## config.mk

```make
export PLATFORM = sky130hd
export DESIGN_NAME = gjmi_ctrl
export DESIGN_NICKNAME = d
export VERILOG_FILES = /design/src/hw/rtl/gjmi_pkg.sv /design/src/hw/rtl/gjmi_ctrl.sv
export SDC_FILE = /design/constraint.sdc
export NUM_CORES = 1
export LEC_CHECK = 0
export ABC_CLOCK_PERIOD_IN_PS = 5600
export BUFFER_PORTS_ARGS = -buffer_cell sky130_fd_sc_hd__buf_2
export CORE_MARGIN = 2
export CORE_UTILIZATION = 35
export DETAILED_ROUTE_END_ITERATION = 12
export SYNTH_ARGS = -nofsm -noshare
export SYNTH_HDL_FRONTEND = slang
export SYNTH_SLANG_ARGS = --single-unit
```

## constraint.sdc

```tcl
create_clock -name clk -period 5.6 [get_ports clk]
set_clock_uncertainty 0.1 [all_clocks]
set_input_delay 0.28 -clock clk [delete_from_list [all_inputs] [get_ports clk]]
set_output_delay 0.28 -clock clk [all_outputs]
set_load 0.1 [all_outputs]
```

## src/hw/rtl/gjmi_pkg.sv

```systemverilog
// ----------------------------------------------------------------------------
// gjmi_pkg
// Shared types, constants and arithmetic helpers for the Gauss-Jordan inverter.
// ----------------------------------------------------------------------------
package gjmi_pkg;

  localparam int MAX_DIM_DEF = 8;
  localparam int WORD_W      = 32;
  localparam int FRAC_W      = 16;
  localparam int PROD_W      = 2 * WORD_W - FRAC_W;  // magnitude after fraction drop
  localparam int IDX_W       = 4;                    // row/column field in commands
  localparam int SIZE_W      = 4;
  localparam int LIMIT_W     = 31;
  localparam int CFG_IDX_W   = 1;
  localparam int CFG_DATA_W  = 31;

  localparam logic [SIZE_W-1:0]     SIZE_RESET  = SIZE_W'(4);
  localparam logic [LIMIT_W-1:0]    LIMIT_RESET = LIMIT_W'(1);
  localparam logic [WORD_W-1:0]     ONE_Q       = WORD_W'(1) << FRAC_W;
  localparam logic [WORD_W-1:0]     HI_Q        = {1'b0, {(WORD_W-1){1'b1}}};
  localparam logic [WORD_W-1:0]     LO_Q        = {1'b1, {(WORD_W-1){1'b0}}};

  localparam logic [CFG_IDX_W-1:0] REG_MATRIX_SIZE    = CFG_IDX_W'(0);
  localparam logic [CFG_IDX_W-1:0] REG_SINGULAR_LIMIT = CFG_IDX_W'(1);

  typedef enum logic [3:0] {
    OP_NOP,
    OP_LOAD,
    OP_IDENT,
    OP_SRCH,
    OP_SWAP_RD,
    OP_SWAP_W1,
    OP_SWAP_W2,
    OP_DIV_RD,
    OP_DIV_WR,
    OP_F_RD,
    OP_ELIM,
    OP_OUT_RD,
    OP_OUT_SING
  } op_t;

  typedef struct packed {
    op_t              op;
    logic [IDX_W-1:0] row_a;
    logic [IDX_W-1:0] row_b;
    logic [IDX_W-1:0] col;
    logic             flag;
  } cmd_t;

  typedef struct packed {
    logic [WORD_W-1:0] best;
    logic [IDX_W-1:0]  piv;
    logic              div_done;
    logic              elim_busy;
    logic              out_busy;
  } sts_t;

  function automatic logic [WORD_W-1:0] mag(input logic [WORD_W-1:0] x);
    return x[WORD_W-1] ? (~x + 1'b1) : x;
  endfunction

  // signed saturation of a sign and magnitude to one word
  function automatic logic [WORD_W-1:0] sat_mag(input logic neg,
                                                input logic [PROD_W-1:0] m);
    if (m > {{(PROD_W-WORD_W){1'b0}}, HI_Q}) begin
      return neg ? LO_Q : HI_Q;
    end
    return neg ? (~m[WORD_W-1:0] + 1'b1) : m[WORD_W-1:0];
  endfunction

endpackage

```

## src/hw/rtl/gjmi_ctrl.sv

```systemverilog
// ----------------------------------------------------------------------------
// gjmi_ctrl
// Sequencer: loading, identity fill, per-column pivot/swap/scale/eliminate,
// and result readout. Holds the configuration registers.
// ----------------------------------------------------------------------------
module gjmi_ctrl #(
  parameter int MAX_DIM = gjmi_pkg::MAX_DIM_DEF
) (
  input  logic                            clk,
  input  logic                            rst,
  input  logic                            cfg_we,
  input  logic [gjmi_pkg::CFG_IDX_W-1:0]  cfg_index,
  input  logic [gjmi_pkg::CFG_DATA_W-1:0] cfg_data,
  input  logic                            in_valid,
  output logic                            in_ready,
  input  gjmi_pkg::sts_t                  sts,
  output gjmi_pkg::cmd_t                  cmd
);
  localparam int ROW_W = (MAX_DIM > 1) ? $clog2(MAX_DIM) : 1;
  localparam int COL_W = $clog2(2 * MAX_DIM);
  localparam int NW    = $clog2(MAX_DIM + 1);
  localparam int IW    = gjmi_pkg::IDX_W;

  typedef enum logic [4:0] {
    S_LOAD, S_IDENT, S_SRCH, S_SRCH_WAIT, S_SRCH_CHK, S_SWAP_RD, S_SWAP_W1,
    S_SWAP_W2, S_DIV_RD, S_DIV_WAIT, S_ROW_NEXT, S_F_RD, S_ELIM, S_DRAIN,
    S_OUT, S_SING
  } state_t;

  state_t                          state;
  logic [gjmi_pkg::SIZE_W-1:0]     size;
  logic [gjmi_pkg::LIMIT_W-1:0]    limit;
  logic [ROW_W-1:0]                r, pc;
  logic [COL_W-1:0]                j;

  logic [NW-1:0]    n;
  logic [ROW_W-1:0] nm1;
  logic [COL_W-1:0] wm1, ncol, lcol;
  logic [ROW_W-1:0] piv;
  logic             out_last;

  always_comb begin
    if (size == '0) begin
      n = NW'(1);
    end else if (32'(size) > MAX_DIM) begin
      n = NW'(MAX_DIM);
    end else begin
      n = NW'(size);
    end
    nm1      = ROW_W'(n - 1'b1);
    ncol     = COL_W'(n);
    wm1      = COL_W'({n, 1'b0} - 1'b1);
    lcol     = COL_W'(nm1);
    piv      = sts.piv[ROW_W-1:0];
    out_last = (r == nm1) && (j == wm1);
    in_ready = state == S_LOAD;
  end

  always_comb begin
    cmd       = '0;
    cmd.op    = gjmi_pkg::OP_NOP;
    cmd.row_a = IW'(r);
    cmd.row_b = IW'(pc);
    cmd.col   = IW'(j);
    unique case (state)
      S_LOAD:    if (in_valid) cmd.op = gjmi_pkg::OP_LOAD;
      S_IDENT: begin
        cmd.op   = gjmi_pkg::OP_IDENT;
        cmd.flag = j == ncol + COL_W'(r);
      end
      S_SRCH: begin
        cmd.op   = gjmi_pkg::OP_SRCH;
        cmd.col  = IW'(pc);
        cmd.flag = r == pc;
      end
      S_SWAP_RD, S_SWAP_W1, S_SWAP_W2: begin
        cmd.op    = (state == S_SWAP_RD) ? gjmi_pkg::OP_SWAP_RD :
                    (state == S_SWAP_W1) ? gjmi_pkg::OP_SWAP_W1 : gjmi_pkg::OP_SWAP_W2;
        cmd.row_a = IW'(pc);
        cmd.row_b = IW'(piv);
      end
      S_DIV_RD: begin
        cmd.op    = gjmi_pkg::OP_DIV_RD;
        cmd.row_a = IW'(pc);
      end
      S_DIV_WAIT: begin
        cmd.row_a = IW'(pc);
        if (sts.div_done) cmd.op = gjmi_pkg::OP_DIV_WR;
      end
      S_F_RD: begin
        cmd.op  = gjmi_pkg::OP_F_RD;
        cmd.col = IW'(pc);
      end
      S_ELIM:    cmd.op = gjmi_pkg::OP_ELIM;
      S_OUT: begin
        cmd.flag = out_last;
        if (!sts.out_busy) cmd.op = gjmi_pkg::OP_OUT_RD;
      end
      S_SING:    if (!sts.out_busy) cmd.op = gjmi_pkg::OP_OUT_SING;
      S_SRCH_WAIT, S_SRCH_CHK, S_ROW_NEXT, S_DRAIN: ;
      default: ;
    endcase
  end

  always_ff @(posedge clk) begin
    if (rst) begin
      state <= S_LOAD;
      size  <= gjmi_pkg::SIZE_RESET;
      limit <= gjmi_pkg::LIMIT_RESET;
      r     <= '0;
      j     <= '0;
      pc    <= '0;
    end else begin
      unique case (state)
        S_LOAD: begin
          if (in_valid) begin
            if (j == lcol) begin
              j <= '0;
              if (r == nm1) begin
                r     <= '0;
                j     <= ncol;
                state <= S_IDENT;
              end else begin
                r <= r + 1'b1;
              end
            end else begin
              j <= j + 1'b1;
            end
          end
        end
        S_IDENT: begin
          if (j == wm1) begin
            j <= ncol;
            if (r == nm1) begin
              r     <= '0;
              pc    <= '0;
              state <= S_SRCH;
            end else begin
              r <= r + 1'b1;
            end
          end else begin
            j <= j + 1'b1;
          end
        end
        S_SRCH: begin
          if (r == nm1) state <= S_SRCH_WAIT;
          else r <= r + 1'b1;
        end
        S_SRCH_WAIT: state <= S_SRCH_CHK;
        S_SRCH_CHK: begin
          j <= '0;
          if (sts.best == '0 || sts.best < {1'b0, limit}) state <= S_SING;
          else if (piv != pc) state <= S_SWAP_RD;
          else state <= S_DIV_RD;
        end
        S_SWAP_RD: state <= S_SWAP_W1;
        S_SWAP_W1: state <= S_SWAP_W2;
        S_SWAP_W2: begin
          if (j == wm1) begin
            j     <= '0;
            state <= S_DIV_RD;
          end else begin
            j     <= j + 1'b1;
            state <= S_SWAP_RD;
          end
        end
        S_DIV_RD: state <= S_DIV_WAIT;
        S_DIV_WAIT: begin
          if (sts.div_done) begin
            if (j == wm1) begin
              r     <= '0;
              state <= S_ROW_NEXT;
            end else begin
              j     <= j + 1'b1;
              state <= S_DIV_RD;
            end
          end
        end
        S_ROW_NEXT: begin
          if (r == pc) begin
            if (r == nm1) begin
              if (pc == nm1) begin
                r     <= '0;
                j     <= ncol;
                state <= S_OUT;
              end else begin
                pc    <= pc + 1'b1;
                r     <= pc + 1'b1;
                state <= S_SRCH;
              end
            end else begin
              r <= r + 1'b1;
            end
          end else begin
            j     <= '0;
            state <= S_F_RD;
          end
        end
        S_F_RD: state <= S_ELIM;
        S_ELIM: begin
          if (j == wm1) state <= S_DRAIN;
          else j <= j + 1'b1;
        end
        S_DRAIN: begin
          if (!sts.elim_busy) begin
            if (r == nm1) begin
              if (pc == nm1) begin
                r     <= '0;
                j     <= ncol;
                state <= S_OUT;
              end else begin
                pc    <= pc + 1'b1;
                r     <= pc + 1'b1;
                state <= S_SRCH;
              end
            end else begin
              r     <= r + 1'b1;
              state <= S_ROW_NEXT;
            end
          end
        end
        S_OUT: begin
          if (!sts.out_busy) begin
            if (out_last) begin
              r     <= '0;
              j     <= '0;
              state <= S_LOAD;
            end else if (j == wm1) begin
              j <= ncol;
              r <= r + 1'b1;
            end else begin
              j <= j + 1'b1;
            end
          end
        end
        S_SING: begin
          if (!sts.out_busy) begin
            r     <= '0;
            j     <= '0;
            state <= S_LOAD;
          end
        end
        default: state <= S_LOAD;
      endcase

      if (cfg_we) begin
        unique case (cfg_index)
          gjmi_pkg::REG_MATRIX_SIZE: begin
            size <= cfg_data[gjmi_pkg::SIZE_W-1:0];
            r    <= '0;
            j    <= '0;
          end
          gjmi_pkg::REG_SINGULAR_LIMIT: limit <= cfg_data[gjmi_pkg::LIMIT_W-1:0];
          default: ;
        endcase
      end
    end
  end

endmodule

```

# --- Yosys cells after proc, flatten, opt, wreduce, memory -nomap -nowiden ---
# Cells that the tools add are included.
op_classes:
  add_sub_neg: 6
  magnitude_cmp: 2
  n_eq_ne: 36
  mux: 76
  n_bitwise: 1
  n_reduce_logical: 13
op_table:
  columns: ["op", "n"]
  rows:
  - ["2-to-1 mux 4 bit", 26]
  - ["case mux 4 bit (10 select lines)", 2]
  - ["case mux 5 bit (16 select lines)", 1]
  - ["2-to-1 mux 3 bit", 25]
  - ["2-to-1 mux 5 bit", 15]
  - ["== test 5 x 4 -> 1 bit, second input constant", 8]
  - ["logical NOT 32 bit", 1]
  - ["less-than comparator 32 x 31 -> 1 bit", 1]
  - ["case mux 3 bit (8 select lines)", 1]
  - ["inequality test 2 bit, second input constant", 11]
  - ["== test 5 x 3 -> 1 bit, second input constant", 4]
  - ["AND reduction 13 bit", 1]
  - ["== test 5 x 2 -> 1 bit, second input constant", 2]
  - ["== test 3 bit", 3]
  - ["case mux 3 bit (3 select lines)", 1]
  - ["== test 4 bit", 2]
  - ["adder 3 x 1 -> 3 bit, second input constant", 2]
  - ["2-to-1 mux 2 bit", 3]
  - ["== test 5 x 1 -> 1 bit, second input constant", 1]
  - ["logical NOT 5 bit", 1]
  - ["AND reduction 5 bit", 1]
  - ["OR reduction 5 bit", 1]
  - ["adder 4 x 1 -> 4 bit, second input constant", 1]
  - ["adder 4 x 3 -> 4 bit", 1]
  - ["17 further kinds", 19]
totals:
  regBits: 50
  inputBits: 75
  out_inout_bits: 18
  elab_cells: 140

# --- Logic depth before layout (Yosys ltp) ---
# Gate-level depths: netlist (run 1).
logic_depth:
  ltp_word: 11
  ltp_mapped: 16
  ltp_nobuf: 14

# --- Worst setup path after synthesis (run 1) ---
# OpenSTA, ideal clock, no wires.
synth_path:
  path_type: "register -> output"
  startpoint: "register size[1] in the netlist's numbering"
  endpoint: "output port cmd[0] in the netlist's numbering"
  arrival_time_ns: 4.246
  required_ns: 5.220
  path_slack_ns: 0.974
  path_stages_with_launch: 12
  path_buffers: 2
  path_cell_list: "dfxtp_1 > o21ba_2 > nor2_1 > inv_1 > ha_1 > buf_6 > xor3_1 > o22ai_2 > and3_1 > buf_6 > nand2_1 > o31ai_1"
synth_rtl:
  columns: ["element", "line", "rtl"]
  rows:
  - ["start: declaration", "gjmi_ctrl.sv:31", "logic [gjmi_pkg::SIZE_W-1:0] size;"]
  - ["start signal: assignment", "gjmi_ctrl.sv:108", "size <= gjmi_pkg::SIZE_RESET;"]
  - ["start signal: assignment", "gjmi_ctrl.sv:249", "size <= cfg_data[gjmi_pkg::SIZE_W-1:0];"]
  - ["end: declaration", "gjmi_ctrl.sv:17", "output gjmi_pkg::cmd_t cmd"]

==> flow_summary_export.csv, run 1 <==
group,metric,value,unit
logic_synthesis,yosys_warnings,0,
sta,slew_viol_final,0,
cells_and_area,most-common-layout-cells,"nand2_1, buf_2, a21oi_1",
detailed_routing,drt-initial-drc-count,495,
cells_and_area,n_antenna_cell,0,
global_route,track_usage,19.4,%
place,numPlacedInstances,877,
critical_path,cp-start-kind,"flop",
cells_and_area,nNetsFinal,824,
logic_synthesis,ys_seq_area_share,20.8,%
cts,cts_buffer_depth,2,
sta,slew-limit-headroom,24.9,%
global_route,grt_pass1_vias,4730,
detailed_routing,vias,4975,
logic_synthesis,netlist_instances,655,
detailed_routing,wl_per_cell,16.2,um
cells_and_area,layout-drive-gt1-share,16.8,%
logic_synthesis,synthFlopType,"dfxtp_1",
critical_path,crit_type,"flop to output port",
cts,cts-buffers-inserted,5,
global_route,grt_overflow,0,
die,die_h,120,um
power,combinationalPowerShare,24.1,%
sta,timing.final.crit_share,70.8,%
power,p_leak,2.07,nW
detailed_routing,vias_per_cell,5.63,
cells_and_area,num-fill-cells,1412,
power,vdd_ir_drop_max,0.130,mV
place,hpwl,10800,um
sta,tns,0,ps
cells_and_area,area_growth,12.5,%
sta,worst_pin_slew,1130,ps
critical_path,cp_data_required_time,5220,ps
critical_path,path_cells,"nor2b_1 -> inv_1 -> ha_1 -> xor3_1 -> o22ai_2 -> and3_1 -> nand2_1 -> o31ai_1 -> buf_2",
logic_synthesis,synth_edf_count,0,
sta,rsz0062_at_grt,"false",
cts,h-tree-depth,2,
cells_and_area,final_common_cell,"nand2_1",
cts,clkSinkCount,49,
cts,insertion_delay,280,ps
critical_path,crit_slowest_cell,"dfxtp_1",
outcome,status,"finished, final reports clean",
min_path,hp-class,"primary input to flop",
cells_and_area,stdcell_count,883,
place,portBuffers,89,
cts,cts_tree,"yes",
global_route,antenna_found_initial,0,
die,start_util,35.7,%
detailed_routing,firstDrtPassIters,5,
die,rows,42,
logic_synthesis,ys_ff_latch,49,
cts,cts_setup_buffers,0,
sta,fin_crit,3970,ps
detailed_routing,antenna_left,0,
job,maxCapViolCount,0,
cts,root_buffer,"clkbuf_16",
logic_synthesis,synth_area,4710,um2
critical_path,cp_slowest_stage_delay,580,ps
detailed_routing,drc_errors,0,
critical_path,path_buf_inv,2,
place,gp_congestion,0.880,
critical_path,critical_path.top_delay_family,"simple AND/OR/NAND/NOR gates",
logic_synthesis,avgSynthCellArea,7.19,um2
power,clockPowerShare,32.7,%
cts,path_clk_slew,60,ps
die,dieArea,14400,um2
die,core_area,13200,um2
place,post-place-ws,1980,ps
global_route,grt_max_degree,44,
sta,hold_violations,0,
cells_and_area,postLayoutCoreUtil,40.2,%
die,io_pins,93,
power,power.density,163,nW/um2
power,power_frac_seq,43.2,%
cells_and_area,finish.instance_area,5300,um2
power,p_sw_share,29.7,%
place,place_area,5170,um2
detailed_routing,routed_wl,14300,um
sta,max_freq,252,MHz
logic_synthesis,ys_types,77,
sta,worst_slack,1630,ps
die,die_x,120,um
power,net-switching-power,0.000256,W
power,intPower,0.000607,W
critical_path,cp-end-kind,"output port",
logic_synthesis,synth-async-reset-ratio,0,%
cts,post_cts_resized,0,
cts,cts_hold_buf,0,
sta,finalSetupViolations,0,
global_route,grt_pass1_wl,23000,um
critical_path,cp.arrival,3590,ps
critical_path,worstPathMaxFanout,13,
[cells in the mapped netlist, types with 6 or more instances]
master,count,area share (%)
nand2_1,109,8.7
a21oi_1,58,6.2
dfxtp_1,49,21
nor2_1,44,3.5
ha_1,40,11
inv_1,39,3.1
o21ai_0,31,3.3
clkbuf_1,21,1.7
buf_2,13,1.4
nor2b_1,13,1.7
xnor2_1,12,2.2
nand3_1,11,1.2
nand2b_1,10,1.3
nor3_1,10,1.1
o22ai_1,10,1.3
xor2_1,9,1.7
a211oi_1,8,1.3
nand4_1,8,1.1
nor4_1,8,1.1
o211ai_1,8,1.3
and2_1,7,0.93
o21a_1,7,1.1
buf_4,6,0.96
o21ai_1,6,0.64
[metal layers]
metal / up-vias / global-route usage [%] / wire (um)
met1: 2323 / 25.7 / 6430
met4: 0 / 5.51 / 292
li1: 2425 / - / -
met5: - / 0 / 0
met3: 26 / 2.42 / 885
met2: 201 / 32.9 / 6720
[flip-flops by register name (all words and copies together) (netlist names)]
name	count
j	4
state	4
size	4
pc	3
limit	31
r	3
[metrics by stage]
stage | hold WS (ps) | total power, W
6_report | 125 | 0.000863
5_1_grt | 128 | 0.000917
4_1_cts | 119 | 0.000875
3_5_place_dp | 348 | 0.000587
3_3_place_gp | 345 | 0.000581
2_1_floorplan | 298 | 0.000526
[logic make-up after synthesis]
family | count (synthesis) | synth area share [%]
buffers and inverters | 91 | 8.61
and+or+nand+nor | 252 | 25.4
DFF | 49 | 20.8
muxes | 8 | 1.81
adders and majority gates | 41 | 11.1
other | 1 | 0.0796
AOI/OAI and AO/OA | 188 | 26.4
xor gates and xnor gates | 25 | 5.85
[final timing paths]
kind,start,end,slack (ps),cells after the start
hold / removal,cfg_data[2],size[2],120,2
setup / recovery,size[3],cmd[0],1630,9
setup reg to reg,size[3],j[0],1950,12
hold reg to reg,limit[27],limit[27],350,2
[layout make-up]
class	instances	area [um2]	area share [%]
inverter	43	164	3.09
tap	176	220	4.16
multi-input combinational	516	3330	62.8
sequential	49	981	18.5
timing repair buffer	93	475	8.98
clock buffer	5	125	2.36
clock inverter	1	5.00	0.0945
[power by group through the flow]
stage               Sequential [W]  Clock, W  Combinational (W)
floorplan                 0.000375         0           0.000151
global placement          0.000380         0           0.000200
detailed placement        0.000381         0           0.000206
CTS                       0.000373  0.000295           0.000207
global route              0.000375  0.000310           0.000233
finish                    0.000373  0.000283           0.000208
Power figures use the tool's default switching activity.
==> run 2, diff against run 1 <==
--- a/config.mk
+++ b/config.mk
@@ -5,7 +5,7 @@
 export SDC_FILE = /design/constraint.sdc
 export NUM_CORES = 1
 export LEC_CHECK = 0
-export ABC_CLOCK_PERIOD_IN_PS = 5600
+export ABC_CLOCK_PERIOD_IN_PS = 3900
 export BUFFER_PORTS_ARGS = -buffer_cell sky130_fd_sc_hd__buf_2
 export CORE_MARGIN = 2
 export CORE_UTILIZATION = 35
==> constraint.sdc (replaced) <==
create_clock -name clk -period 3.9 [get_ports clk]
set_clock_uncertainty 0.1 [all_clocks]
set_input_delay 0.195 -clock clk [delete_from_list [all_inputs] [get_ports clk]]
set_output_delay 0.195 -clock clk [all_outputs]
set_load 0.1 [all_outputs]
==> run 2 against run 1 <==
Design area increased by 2.0%. Clock power increased by 100%. Combinational power increased by 44%. Largest cell class unchanged. Routed wire length increased by 1.8%.
==> flow_summary_export.csv, run 2 (synthesized netlist as in run 1, its figures left out) <==
group,metric,value,unit
cts,insertion_delay,290,ps
sta,worst_pin_slew,1180,ps
place,post-place-ws,525,ps
cells_and_area,largest_register,"limit",
detailed_routing,vias,5002,
critical_path,crit_slowest_cell,"dfxtp_1",
critical_path,cp-end-kind,"output port",
critical_path,cp.arrival,3360,ps
critical_path,crit_type,"flop to output port",
critical_path,path_cells,"nor2b_1 -> inv_1 -> ha_1 -> xor3_1 -> o22ai_2 -> and3_1 -> nand2_1 -> o31ai_2 -> buf_2",
cts,h-tree-depth,2,
power,vdd_ir_drop_max,0.188,mV
power,p_leak,2.12,nW
critical_path,r2r_start,"size[3]",
place,portBuffers,89,
global_route,grt_pass1_vias,4821,
place,gp_congestion,0.875,
place,place_area,5210,um2
cts,post_cts_resized,0,
cts,cts_hold_buf,0,
detailed_routing,firstDrtPassIters,5,
sta,tns,0,ps
cells_and_area,largest_register_ffs,31,
critical_path,worstRegToRegCells,13,
sta,rsz0062_at_grt,"false",
sta,slew_viol_final,0,
global_route,track_usage,20.3,%
cts,path_clk_slew,70,ps
detailed_routing,drc_errors,0,
power,power.density,259,nW/um2
critical_path,timing.rr.end,"r[0]",
min_path,hp-start,"cfg_data[2]",
detailed_routing,vias_per_cell,5.62,
die,dieArea,14400,um2
cells_and_area,nNetsFinal,828,
place,hpwl,11100,um
cells_and_area,area_growth,14.7,%
global_route,grt_overflow,0,
detailed_routing,routed_wl,14600,um
detailed_routing,drt-initial-drc-count,445,
die,io_pins,93,
cts,cts_tree,"yes",
critical_path,cp-start-kind,"flop",
sta,slew-limit-headroom,21.3,%
critical_path,worstPathMaxFanout,13,
die,rows,42,
global_route,grt_pass1_wl,23900,um
min_path,hp-class,"primary input to flop",
cts,clkSinkCount,49,
cts,cts-buffers-inserted,5,
sta,fin_crit,3650,ps
min_path,hold_depth,2,
detailed_routing,antenna_left,0,
outcome,status,"finished, final reports clean",
cells_and_area,layout-drive-gt1-share,17.8,%
sta,max_freq,274,MHz
sta,hold_violations,0,
job,maxCapViolCount,0,
cts,cts_buffer_depth,2,
die,start_util,35.7,%
cts,root_buffer,"clkbuf_16",
die,die_h,120,um
cells_and_area,postLayoutCoreUtil,41.0,%
min_path,hold_path_end,"size[2]",
cells_and_area,final_common_cell,"nand2_1",
sta,finalSetupViolations,0,
cells_and_area,finish.instance_area,5400,um2
global_route,antenna_found_initial,1,
detailed_routing,wl_per_cell,16.4,um
sta,worst_slack,246,ps
critical_path,cp_data_required_time,3610,ps
critical_path,reg2reg_slack,420,ps
cells_and_area,most-common-layout-cells,"nand2_1, buf_2, a21oi_1",
die,die_x,120,um
cts,cts_setup_buffers,0,
sta,timing.final.crit_share,93.7,%
critical_path,cp_slowest_stage_delay,590,ps
global_route,grt_max_degree,44,
die,core_area,13200,um2
run 2: stage by stage:
step | instances | total power [W] | hold WS [ps]
3_5_place_dp | 881 | 0.000843 | 315
2_1_floorplan | 656 | 0.000755 | 213
6_report | 890 | 0.00140 | 24.6
4_1_cts | 889 | 0.00141 | 17.8
3_3_place_gp | 881 | 0.000835 | 321
5_1_grt | 890 | 0.00148 | 39.6
run 2: worst max path at each step:
stage	cells past startpoint	slack (ps)	from	end
3_5_place_dp	12	530	size[3]	j[0]
3_3_place_gp	13	600	size[3]	r[0]
6_report	9	250	size[3]	cmd[0]
5_1_grt	9	40	size[3]	cmd[0]
2_1_floorplan	6	5	state[2]	cmd[9]
4_1_cts	9	230	size[3]	cmd[0]
run 2: critical path, delay by kind of cell (launching register included):
family	cells	cell delay (ps)
simple gates	3	580
buf+inv	2	610
xor+xnor	1	400
fa+ha+maj	1	380
compound gates	2	510
flops	1	590
run 2: power breakdown:
part / internal, W / total (W) / switching (W)
Sequential: 0.000519 / 0.000535 / 0.0000157
Combinational: 0.000124 / 0.000299 / 0.000175
Clock: 0.000370 / 0.000567 / 0.000197
Total: 0.00101 / 0.00140 / 0.000388
run 2: routing by layer:
layer / GRT usage [%] / routed length (um) / vias up
met5: 0 / 0 / -
met1: 27.4 / 6460 / 2355
met4: 5.66 / 242 / 0
met2: 34.1 / 6920 / 184
met3: 2.38 / 954 / 18
li1: - / - / 2445
run 2: cell type report:
type	count	area (um2)
fillers	1414	7790
multi-input cells	516	3340
flip-flops and latches	49	981
repair buffers	97	505
well taps	176	220
inverters	43	164
clock buffers	5	125
clock inverters	3	68.8
diodes	1	2.50
==> run 3, diff against run 2 <==
--- a/config.mk
+++ b/config.mk
@@ -7,9 +7,12 @@
 export LEC_CHECK = 0
 export ABC_CLOCK_PERIOD_IN_PS = 3900
 export BUFFER_PORTS_ARGS = -buffer_cell sky130_fd_sc_hd__buf_2
+export CELL_PAD_IN_SITES_DETAIL_PLACEMENT = 0
+export CELL_PAD_IN_SITES_GLOBAL_PLACEMENT = 1
 export CORE_MARGIN = 2
 export CORE_UTILIZATION = 35
 export DETAILED_ROUTE_END_ITERATION = 12
+export PLACE_DENSITY = 0.69
 export SYNTH_ARGS = -nofsm -noshare
 export SYNTH_HDL_FRONTEND = slang
 export SYNTH_SLANG_ARGS = --single-unit
==> run 3 against run 2 <==
Utilization rose by 0.21 points. Fmax fell by 0.81%. Design area rose by 0.51%. Sequential power barely moved. Via count fell by 0.74%. Sequential share of layout area fell by 0.092 points. Flip-flop and latch count did not move. Count of clock-buffer cells in the layout did not move. Critical path depth did not move. Highest routed layer unchanged.
==> flow_summary_export.csv, run 3 (synthesized netlist as in run 1, its figures left out) <==
group,metric,value,unit
outcome,status,"finished, final reports clean",
global_route,grt_pass1_vias,4854,
global_route,antenna_found_initial,0,
die,dieArea,14400,um2
die,rows,42,
min_path,hold_depth,2,
detailed_routing,firstDrtPassIters,5,
sta,slew-limit-headroom,22.6,%
detailed_routing,drc_errors,0,
die,io_pins,93,
cells_and_area,largest_register_ffs,31,
cells_and_area,most-common-layout-cells,"nand2_1, buf_2, a21oi_1",
detailed_routing,vias,4965,
sta,max_freq,271,MHz
critical_path,crit_type,"flop to output port",
min_path,hp-class,"primary input to flop",
place,numPlacedInstances,885,
detailed_routing,top_layer,"met4",
cts,cts_hold_buf,0,
power,power.density,265,nW/um2
detailed_routing,antenna_left,0,
critical_path,cp-end-kind,"output port",
sta,fin_crit,3680,ps
detailed_routing,vias_per_cell,5.56,
power,p_leak,2.14,nW
global_route,grt_overflow,0,
detailed_routing,wl_met1,7050,um
critical_path,cp-start-kind,"flop",
cells_and_area,nNetsFinal,832,
sta,finalSetupViolations,0,
die,die_x,120,um
cts,cts_buffer_depth,2,
sta,rsz0062_at_grt,"false",
cells_and_area,n_antenna_cell,0,
cells_and_area,stdcell_count,893,
sta,tns,0,ps
cts,insertion_delay,310,ps
cts,cts_setup_buffers,0,
power,vdd_ir_drop_max,0.151,mV
cts,root_buffer,"clkbuf_16",
sta,worst_pin_slew,1160,ps
cells_and_area,area_growth,15.3,%
detailed_routing,route.met3.wl,858,um
cells_and_area,postLayoutCoreUtil,41.2,%
critical_path,cp.arrival,3390,ps
die,die_h,120,um
detailed_routing,wl_per_cell,17.2,um
global_route,track_usage,21.5,%
detailed_routing,met2_length,7000,um
cts,cts_tree,"yes",
die,start_util,35.7,%
cts,cts-buffers-inserted,5,
cts,path_clk_slew,70,ps
place,gp_congestion,0.892,
sta,slew_viol_final,0,
sta,timing.final.crit_share,94.5,%
sta,hold_violations,0,
die,core_area,13200,um2
critical_path,worstPathMaxFanout,13,
cells_and_area,largest_register,"limit",
cts,post_cts_resized,0,
place,hpwl,11600,um
detailed_routing,routed_wl,15400,um
cts,h-tree-depth,2,
cells_and_area,num-fill-cells,1416,
cells_and_area,final_common_cell,"nand2_1",
global_route,grt_max_degree,37,
critical_path,cp_data_required_time,3610,ps
critical_path,worstRegToRegCells,12,
global_route,grt_pass1_wl,24800,um
cts,clkSinkCount,49,
detailed_routing,drt-initial-drc-count,415,
cells_and_area,layout-drive-gt1-share,18.3,%
place,portBuffers,89,
job,maxCapViolCount,0,
run 3: cell types whose count changed in the layout (fill, tap and decap cells not counted), sizes merged:
| cell | delta |
|---|---|
| buf | +4 |
| diode | -1 |
run 3: worst paths after layout:
path / start / slack [ps] / end
max reg2reg: size[3] / 410 / j[0]
min reg2reg: limit[18] / 360 / limit[18]
min: cfg_data[2] / 20 / size[2]
max: size[3] / 220 / cmd[0]
run 3: layer usage:
| layer | vias to the layer above | global-route usage [%] |
|---|---|---|
| met5 | - | 0 |
| met4 | 0 | 8.01 |
| met3 | 30 | 3.66 |
| met2 | 160 | 34.5 |
| met1 | 2324 | 28.8 |
| li1 | 2451 | - |
run 3: layout make-up:
class	instances	area (um2)	share of cell area, %
multi-input cells	516	3340	61.4
flip-flops and latches	49	981	18.1
repair buffers	101	536	9.86
well taps	176	220	4.06
inverters	43	164	3.02
clock buffers	5	125	2.30
clock inverters	3	68.8	1.27
run 3: stage by stage:
step	hold slack (ps)	area, um2	setup WS (ps)	power (W)
after global placement	322	5240	534	0.000838
after detailed placement	330	5240	483	0.000848
final	16.2	5430	216	0.00144
after global routing	23.5	5430	12.0	0.00151
after floorplan	213	4720	5.33	0.000755
after CTS	7.39	5430	250	0.00145
run 3: where the power goes:
group          switching [W]  internal, W  total [W]
logic               0.000180     0.000124   0.000303
registers          0.0000157     0.000519   0.000534
clock network       0.000228     0.000371   0.000599
total               0.000423      0.00101    0.00144
run 3: critical path: stages (launching register included):
cell and delay [ps]:
dfxtp_1 590, nor2b_1 180, inv_1 130, ha_1 380
xor3_1 400, o22ai_2 230, and3_1 290, nand2_1 110
o31ai_2 300, buf_2 470
